**config.mk**
```make
export PLATFORM = sky130hd
export DESIGN_NAME = ordered_list_append_delete_top_flat
export DESIGN_NICKNAME = d
export VERILOG_FILES = /design/src/design/olad_pkg.sv /design/src/design/olad_req_if.sv /design/src/design/olad_rsp_if.sv /design/src/design/olad_cell.sv /design/src/design/ordered_list_append_delete_top.sv /design/src/flat_wrapper.sv
export SDC_FILE = /design/constraint.sdc
export NUM_CORES = 1
export LEC_CHECK = 0
export BUFFER_PORTS_ARGS = -buffer_cell sky130_fd_sc_hd__buf_2
export CAP_MARGIN = 20
export CORE_MARGIN = 10
export CORE_UTILIZATION = 40
export CTS_CLUSTER_SIZE = 12
export DETAILED_ROUTE_END_ITERATION = 8
export PLACE_DENSITY = 0.59
export SLEW_MARGIN = 20
export SYNTH_ARGS = -nofsm -noshare
export SYNTH_HDL_FRONTEND = slang
export SYNTH_HIERARCHICAL = 1
export SYNTH_SLANG_ARGS = --single-unit
export TNS_END_PERCENT = 10
```
**constraint.sdc**
```tcl
create_clock -name clk -period 10.58 [get_ports clk]
set_clock_uncertainty 0.1 [all_clocks]
set_input_delay 2.645 -clock clk [delete_from_list [all_inputs] [get_ports clk]]
set_output_delay 2.645 -clock clk [all_outputs]
set_load 0.03 [all_outputs]
```
**src/design/olad_pkg.sv**
```systemverilog
// Shared types and constants for the ordered list block.
// No dependencies; imported by the interfaces, the cell and the top level.
`timescale 1ns / 1ps

package olad_pkg;

  localparam int CAPACITY_DEFAULT = 16;
  localparam int DATA_W           = 32;
  localparam int STATUS_W         = 3;
  localparam int ECOUNT_W         = 5;

  localparam logic CMD_INSERT = 1'b0;
  localparam logic CMD_DELETE = 1'b1;

  localparam logic [STATUS_W-1:0] ST_INSERTED  = 3'd0;
  localparam logic [STATUS_W-1:0] ST_DELETED   = 3'd1;
  localparam logic [STATUS_W-1:0] ST_NOT_FOUND = 3'd2;
  localparam logic [STATUS_W-1:0] ST_EMPTY     = 3'd3;
  localparam logic [STATUS_W-1:0] ST_FULL      = 3'd4;

  typedef struct packed {
    logic              cmp;
    logic              del;
    logic              ins;
    logic [DATA_W-1:0] key;
  } cell_ctl_t;

endpackage

```
**src/design/olad_req_if.sv**
```systemverilog
// Request channel: command and value with valid/ready handshake.
// Depends on olad_pkg.
`timescale 1ns / 1ps

interface olad_req_if
  import olad_pkg::*;
();
  logic                     valid;
  logic                     ready;
  logic                     command;
  logic signed [DATA_W-1:0] value;

  modport source (output valid, command, value, input ready);
  modport sink   (input valid, command, value, output ready);
endinterface

```
**src/design/olad_rsp_if.sv**
```systemverilog
// Result channel: status and entry count with valid/ready handshake.
// Depends on olad_pkg.
`timescale 1ns / 1ps

interface olad_rsp_if
  import olad_pkg::*;
();
  logic                valid;
  logic                ready;
  logic [STATUS_W-1:0] status;
  logic [ECOUNT_W-1:0] entry_count;

  modport source (output valid, status, entry_count, input ready);
  modport sink   (input valid, status, entry_count, output ready);
endinterface

```
**src/design/olad_cell.sv**
```systemverilog
// One list cell: holds one entry, compares it with the key and passes
// the first-match flag and its entry to its neighbors. Depends on olad_pkg.
`timescale 1ns / 1ps

module olad_cell
  import olad_pkg::*;
#(
  parameter int CAPACITY = CAPACITY_DEFAULT,
  parameter int INDEX    = 0
) (
  input  logic                                clk,
  input  logic                                rst,
  input  cell_ctl_t                           ctl,
  input  logic [$clog2(CAPACITY+1)-1:0]       count,
  input  logic [DATA_W-1:0]                   next_entry,
  input  logic                                match_in,
  output logic                                match_out,
  output logic [DATA_W-1:0]                   entry
);
  localparam int COUNT_W = $clog2(CAPACITY + 1);
  localparam logic [COUNT_W-1:0] IDX = COUNT_W'(INDEX);

  logic in_use;
  logic tail;
  logic hit;
  logic seen;

  assign in_use    = IDX < count;
  assign tail      = IDX == count;
  assign seen      = match_in | hit;
  assign match_out = seen;

  always_ff @(posedge clk) begin
    if (rst) begin
      hit <= 1'b0;
    end else if (ctl.cmp) begin
      hit <= in_use && (entry == ctl.key);
    end
  end

  // close up behind the first match, or take the appended value at the tail
  always_ff @(posedge clk) begin
    if (ctl.del && seen) begin
      entry <= next_entry;
    end else if (ctl.ins && tail) begin
      entry <= ctl.key;
    end
  end
endmodule

```
**src/design/ordered_list_append_delete_top.sv**
```systemverilog
// Top level of the ordered list: control sequencer, result register and
// the row of olad_cell instances. Depends on olad_pkg, olad_req_if,
// olad_rsp_if and olad_cell.
//
// Usage:
//   req carries one request (command, value); rsp returns one result
//   (status, entry_count) for every request, in order.
//   In the accept cycle every cell compares its entry with the key at
//   once; in the update step (S_APPLY), which holds while the output
//   register holds a result not yet taken, the first-match flag ripples
//   down the cell row and the cells shift or load. One request is in work
//   at a time: a new request is accepted only once the last one's update
//   step is done. rsp.valid is registered at the end of the update step.
//   A result waits in the output register while rsp.ready is low; the
//   next request is still accepted, and its update step holds until the
//   output register is free.
//   Reset (rst, synchronous) empties the list and drops any pending result;
//   entry contents are not cleared and are never read before written.
`timescale 1ns / 1ps

module ordered_list_append_delete_top
  import olad_pkg::*;
#(
  parameter int CAPACITY = CAPACITY_DEFAULT
) (
  input  logic  clk,
  input  logic  rst,
  olad_req_if.sink   req,
  olad_rsp_if.source rsp
);
  localparam int COUNT_W = $clog2(CAPACITY + 1);
  localparam logic [COUNT_W-1:0] CAP = COUNT_W'(CAPACITY);

  localparam logic S_IDLE  = 1'b0;
  localparam logic S_APPLY = 1'b1;

  logic                state;
  logic                cmd;
  logic [DATA_W-1:0]   key;
  logic [COUNT_W-1:0]  count;
  logic [COUNT_W-1:0]  count_next;
  logic                rsp_valid;
  logic [STATUS_W-1:0] rsp_status;
  logic [ECOUNT_W-1:0] rsp_count;
  logic [STATUS_W-1:0] status_next;

  logic                accept;
  logic                apply_fire;
  logic                full;
  logic                found;
  cell_ctl_t           ctl;

  logic [DATA_W-1:0]   entry [CAPACITY];
  logic                match [CAPACITY+1];

  assign req.ready       = state == S_IDLE;
  assign accept          = req.valid && req.ready;
  assign apply_fire      = (state == S_APPLY) && (!rsp_valid || rsp.ready);
  assign full            = count == CAP;
  assign found           = match[CAPACITY];
  assign rsp.valid       = rsp_valid;
  assign rsp.status      = rsp_status;
  assign rsp.entry_count = rsp_count;

  always_comb begin
    ctl.cmp = accept;
    ctl.del = apply_fire && (cmd == CMD_DELETE) && found;
    ctl.ins = apply_fire && (cmd == CMD_INSERT) && !full;
    ctl.key = accept ? req.value : key;
  end

  always_comb begin
    count_next  = count;
    status_next = ST_INSERTED;
    if (cmd == CMD_INSERT) begin
      if (full) begin
        status_next = ST_FULL;
      end else begin
        status_next = ST_INSERTED;
        count_next  = count + 1'b1;
      end
    end else if (count == '0) begin
      status_next = ST_EMPTY;
    end else if (found) begin
      status_next = ST_DELETED;
      count_next  = count - 1'b1;
    end else begin
      status_next = ST_NOT_FOUND;
    end
  end

  always_ff @(posedge clk) begin
    if (rst) begin
      state     <= S_IDLE;
      count     <= '0;
      rsp_valid <= 1'b0;
    end else begin
      unique case (state)
        S_IDLE: begin
          if (accept) begin
            state <= S_APPLY;
          end
        end
        S_APPLY: begin
          if (apply_fire) begin
            state <= S_IDLE;
          end
        end
        default: state <= S_IDLE;
      endcase
      if (apply_fire) begin
        count     <= count_next;
        rsp_valid <= 1'b1;
      end else if (rsp.ready) begin
        rsp_valid <= 1'b0;
      end
    end
  end

  always_ff @(posedge clk) begin
    if (accept) begin
      cmd <= req.command;
      key <= req.value;
    end
    if (apply_fire) begin
      rsp_status <= status_next;
      rsp_count  <= ECOUNT_W'(count_next);
    end
  end

  assign match[0] = 1'b0;

  for (genvar i = 0; i < CAPACITY; i++) begin : g_cell
    logic [DATA_W-1:0] nxt;
    if (i < CAPACITY - 1) begin : g_mid
      assign nxt = entry[i+1];
    end else begin : g_last
      assign nxt = entry[i];
    end
    olad_cell #(
      .CAPACITY (CAPACITY),
      .INDEX    (i)
    ) u_cell (
      .clk        (clk),
      .rst        (rst),
      .ctl        (ctl),
      .count      (count),
      .next_entry (nxt),
      .match_in   (match[i]),
      .match_out  (match[i+1]),
      .entry      (entry[i])
    );
  end

  a_count_bound : assert property (@(posedge clk) disable iff (rst) count <= CAP)
    else $error("entry count above capacity");

  a_apply_result : assert property (@(posedge clk) disable iff (rst)
    apply_fire |=> rsp_valid)
    else $error("update step without result");

  a_insert_grow : assert property (@(posedge clk) disable iff (rst)
    ctl.ins |=> count == $past(count) + 1'b1)
    else $error("append did not grow the list");

  a_delete_shrink : assert property (@(posedge clk) disable iff (rst)
    ctl.del |=> (count == $past(count) - 1'b1) && (rsp_status == ST_DELETED))
    else $error("delete did not shrink the list");

endmodule

```
**src/flat_wrapper.sv**
```systemverilog
// flat-port wrapper written by rule: the top's interface ports become plain ports
module ordered_list_append_delete_top_flat import olad_pkg::*;
#(
  parameter int CAPACITY = CAPACITY_DEFAULT
)
  (clk, rst, req_valid, req_command, req_value, req_ready, rsp_valid, rsp_status, rsp_entry_count, rsp_ready);
  olad_req_if req_i ();
  olad_rsp_if rsp_i ();
  input  logic clk;
  input  logic rst;
  input wire logic [$bits(req_i.valid)-1:0] req_valid;
  input wire logic [$bits(req_i.command)-1:0] req_command;
  input wire logic [$bits(req_i.value)-1:0] req_value;
  output wire logic [$bits(req_i.ready)-1:0] req_ready;
  output wire logic [$bits(rsp_i.valid)-1:0] rsp_valid;
  output wire logic [$bits(rsp_i.status)-1:0] rsp_status;
  output wire logic [$bits(rsp_i.entry_count)-1:0] rsp_entry_count;
  input wire logic [$bits(rsp_i.ready)-1:0] rsp_ready;
  assign req_i.valid = req_valid;
  assign req_i.command = req_command;
  assign req_i.value = req_value;
  assign req_ready = req_i.ready;
  assign rsp_valid = rsp_i.valid;
  assign rsp_status = rsp_i.status;
  assign rsp_entry_count = rsp_i.entry_count;
  assign rsp_i.ready = rsp_ready;
  ordered_list_append_delete_top #(.CAPACITY(CAPACITY)) u_core (.clk(clk), .rst(rst), .req(req_i), .rsp(rsp_i));
endmodule
```
==> out/results.ini <==
[outcome]
status=complete, no violations

[run]
drv_cap=0

[critical_path]
cp_common_cell=or2_4
cp_slowest_cell=nand2_2
critical_path_peak_fanout=33
critical_path_class=register to register
crit_buf_inv=1
cp_cell_sequence=or2_4 > or2_4 > or2_4 > or2_4 > or2_4 > or2_4 > or2_4 > or2_4 > or2_2 > or2_4 > or2_4 > or2_4 > or2_4 > or2_4 > or2_4 > or2_4 > nand2_1 > nor2_4 > buf_4 > nand2_2 > nand2_2
cp.arrival_ps=7020
worstPathRequired_ps=10620
worst_setup_path_end_kind=register
slowest_delay_ps=690
cpLargestDelayFamily=simple AND/OR/NAND/NOR gates
start_kind=register

[die]
dieArea_um2=89400
initial_core_util=0.402
ios=47
dieWidth_um=299
rows=102
coreArea_um2=77300
die_h_um=299

[global_routing]
antenna_found_initial=0
grt_max_degree=41
grt_overflow=0
grt.total_usage=0.180
grt_pass1_wl_mm=123
grt_pass1_vias=18800

[synth]
synth_flop_cell=edfxtp_1
synth_nets=2132
yosysSeqAreaShare=0.538
yosys_warnings=6
netlist_area_um2=31100
synth.distinct_cells=69
syn_avg_cell_area_um2=14.9
postSynth.asyncResetShare=0
yosysTopAreaCellShare=0.503
synthTopCellsByArea=edfxtp_1 (50%), mux2_2 (14%), xnor2_1 (8.6%)
synthCells=2093
synth_top_area_cell=edfxtp_1
ys_ff_latch=576
synth_edf_count=521

[clock_network]
cts_hold_buffers=0
post_cts_resized=0
clock_path_buffers=3
clock_sinks=576
path_clk_slew_ps=60
tritoncts=built
clk-insertion-delay-late_ps=610
cts_max_level=3
numCtsBuffers=67
cts-root-buf=clkbuf_16
postCtsSetupRepairBufs=0

[drt]
avgViaCountPerCell=5.35
drtPass1Iterations=5
drc_errors=0
vias=17600
drt_wl_total_mm=81.9
drtIter0Drc=1219
ant_nets=0
wire_per_inst_um=24.8

[pwr]
clockPowerShare=0.371
swShare=0.265
p_int_mw=4.47
pwr-share-comb=0.192
p_per_area_nw_per_um2=176
power_leakage_nw=11.8
p_switching_mw=1.61
p_total_mw=6.08
p_seq_frac=0.437
ir_drop_uv=99.4

[place]
hpwl_mm=52.7
place_congestion=0.823
portBuffers=46
dp.cells=3174

[timing]
hold_violations=0
worstMarginPinSlew_ps=811
rsz0062_at_grt=false
slew_viol_final=0
relSlewSlack=0.457
period_share=0.660
max_freq_mhz=143
finalCriticalPeriod_ps=6980
setup_viol_count_final=0
fin_setup_tns_ps=0

[cells_and_area]
fillers=6931
drive_gt1_frac=0.333
layout_common_cells=edfxtp_1 (521), mux2_2 (376), xnor2_1 (307)
fin_util=0.447
nets=2242
layout_commonest_cell=edfxtp_1
final_cells=3298
area_growth_pct=11.1
diodes=0

[worst_hold_path]
min_path_type=register to register

==> cell type report <==
class / count / area [um2] / share of cell area
flip-flops and latches: 576 / 16700 / 0.484
multi-input cells: 1450 / 13700 / 0.397
clock buffers: 99 / 1910 / 0.0552
well taps: 1040 / 1300 / 0.0376
repair buffers: 98 / 621 / 0.0179
clock inverters: 25 / 228 / 0.00659
inverters: 10 / 37.5 / 0.00109
==> state kept, by name, summed over array words and instances, names as in the netlist, 3 cells and up <==
register	cells
u_core/rsp.entry_count	5
u_core/count	5
u_core/g_cell.u_cell/entry	512
u_core/g_cell.u_cell/hit	16
u_core/rsp.status	3
u_core/key	32
==> final timing paths <==
kind | start | endpoint | slack, ps | cells after the start
setup / recovery | u_core/g_cell[0].u_cell/hit$_SDFFE_PP0P_ | u_core/g_cell[8].u_cell/entry[23]$_DFFE_PP_ | 3600 | 21
hold / removal | u_core/g_cell[14].u_cell/hit$_SDFFE_PP0P_ | u_core/g_cell[14].u_cell/hit$_SDFFE_PP0P_ | 340 | 2
setup reg to reg | u_core/g_cell[0].u_cell/hit$_SDFFE_PP0P_ | u_core/g_cell[8].u_cell/entry[23]$_DFFE_PP_ | 3600 | 21
hold reg to reg | u_core/g_cell[14].u_cell/hit$_SDFFE_PP0P_ | u_core/g_cell[14].u_cell/hit$_SDFFE_PP0P_ | 340 | 2
==> cell families (layout without fill, tap and decap cells) <==
kind of cell | count (synthesis) | count (layout) | synth area share
DFF | 576 | 576 | 0.538
muxes | 546 | 546 | 0.212
xor gates and xnor gates | 513 | 513 | 0.145
and+or+nand+nor | 332 | 332 | 0.0687
buffers and inverters | 67 | 232 | 0.0234
AOI/OAI and AO/OA | 56 | 56 | 0.0120
adders and majority gates | 2 | 2 | 0.000804
other | 1 | 1 | 0.000121
==> per-stage QoR <==
stage	hold slack (ps)	cell area, um2	setup WS [ps]
floorplan	317	31100	3370
global placement	328	32400	3150
detailed placement	334	32400	3580
CTS	342	34600	3570
global route	364	34600	3380
finish	339	34600	3600
==> power groups by stage <==
stage	Clock (mW)	Sequential, mW	Combinational (mW)
2_1_floorplan	0	2.70	0.814
6_report	2.26	2.66	1.17
3_3_place_gp	0	2.70	1.15
4_1_cts	2.31	2.66	1.17
3_5_place_dp	0	2.71	1.16
5_1_grt	2.40	2.66	1.25
==> Yosys cell counts (4+ instances only) <==
| library cell | n |
|---|---|
| mux2_2 | 376 |
| xnor2_1 | 307 |
| nor4_1 | 65 |
| inv_1 | 10 |
| edfxtp_1 | 521 |
| mux2_1 | 53 |
| buf_12 | 12 |
| nand4_1 | 84 |
| nand2_1 | 44 |
| nor2_1 | 31 |
| nor3_1 | 8 |
| o21ai_1 | 10 |
| nand2_4 | 11 |
| buf_2 | 4 |
| o31ai_1 | 5 |
| a31oi_1 | 5 |
| or2_4 | 15 |
| nand3_1 | 25 |
| nor4_2 | 5 |
| a21oi_1 | 11 |
| mux2_4 | 116 |
| dfxtp_1 | 55 |
| o21ai_0 | 6 |
| buf_6 | 33 |
| xor2_1 | 204 |
| nand2_8 | 4 |
| nand4b_1 | 4 |
| nor4b_1 | 11 |
| buf_4 | 5 |
==> worst min-delay path, cell delays in order (launching register included) <==
cell and delay (ps):
dfxtp_1 310, nand2_1 50, nand2_1 40
==> layer usage <==
metal  vias up  global-route usage  share of wire
met5         -                   0              0
met4         0              0.0563          0.029
met3       144              0.0334          0.048
met2       434               0.303           0.48
met1      8955               0.233           0.44
li1       8114                   -              -
Note: power is estimated with default switching activity, not from simulation.
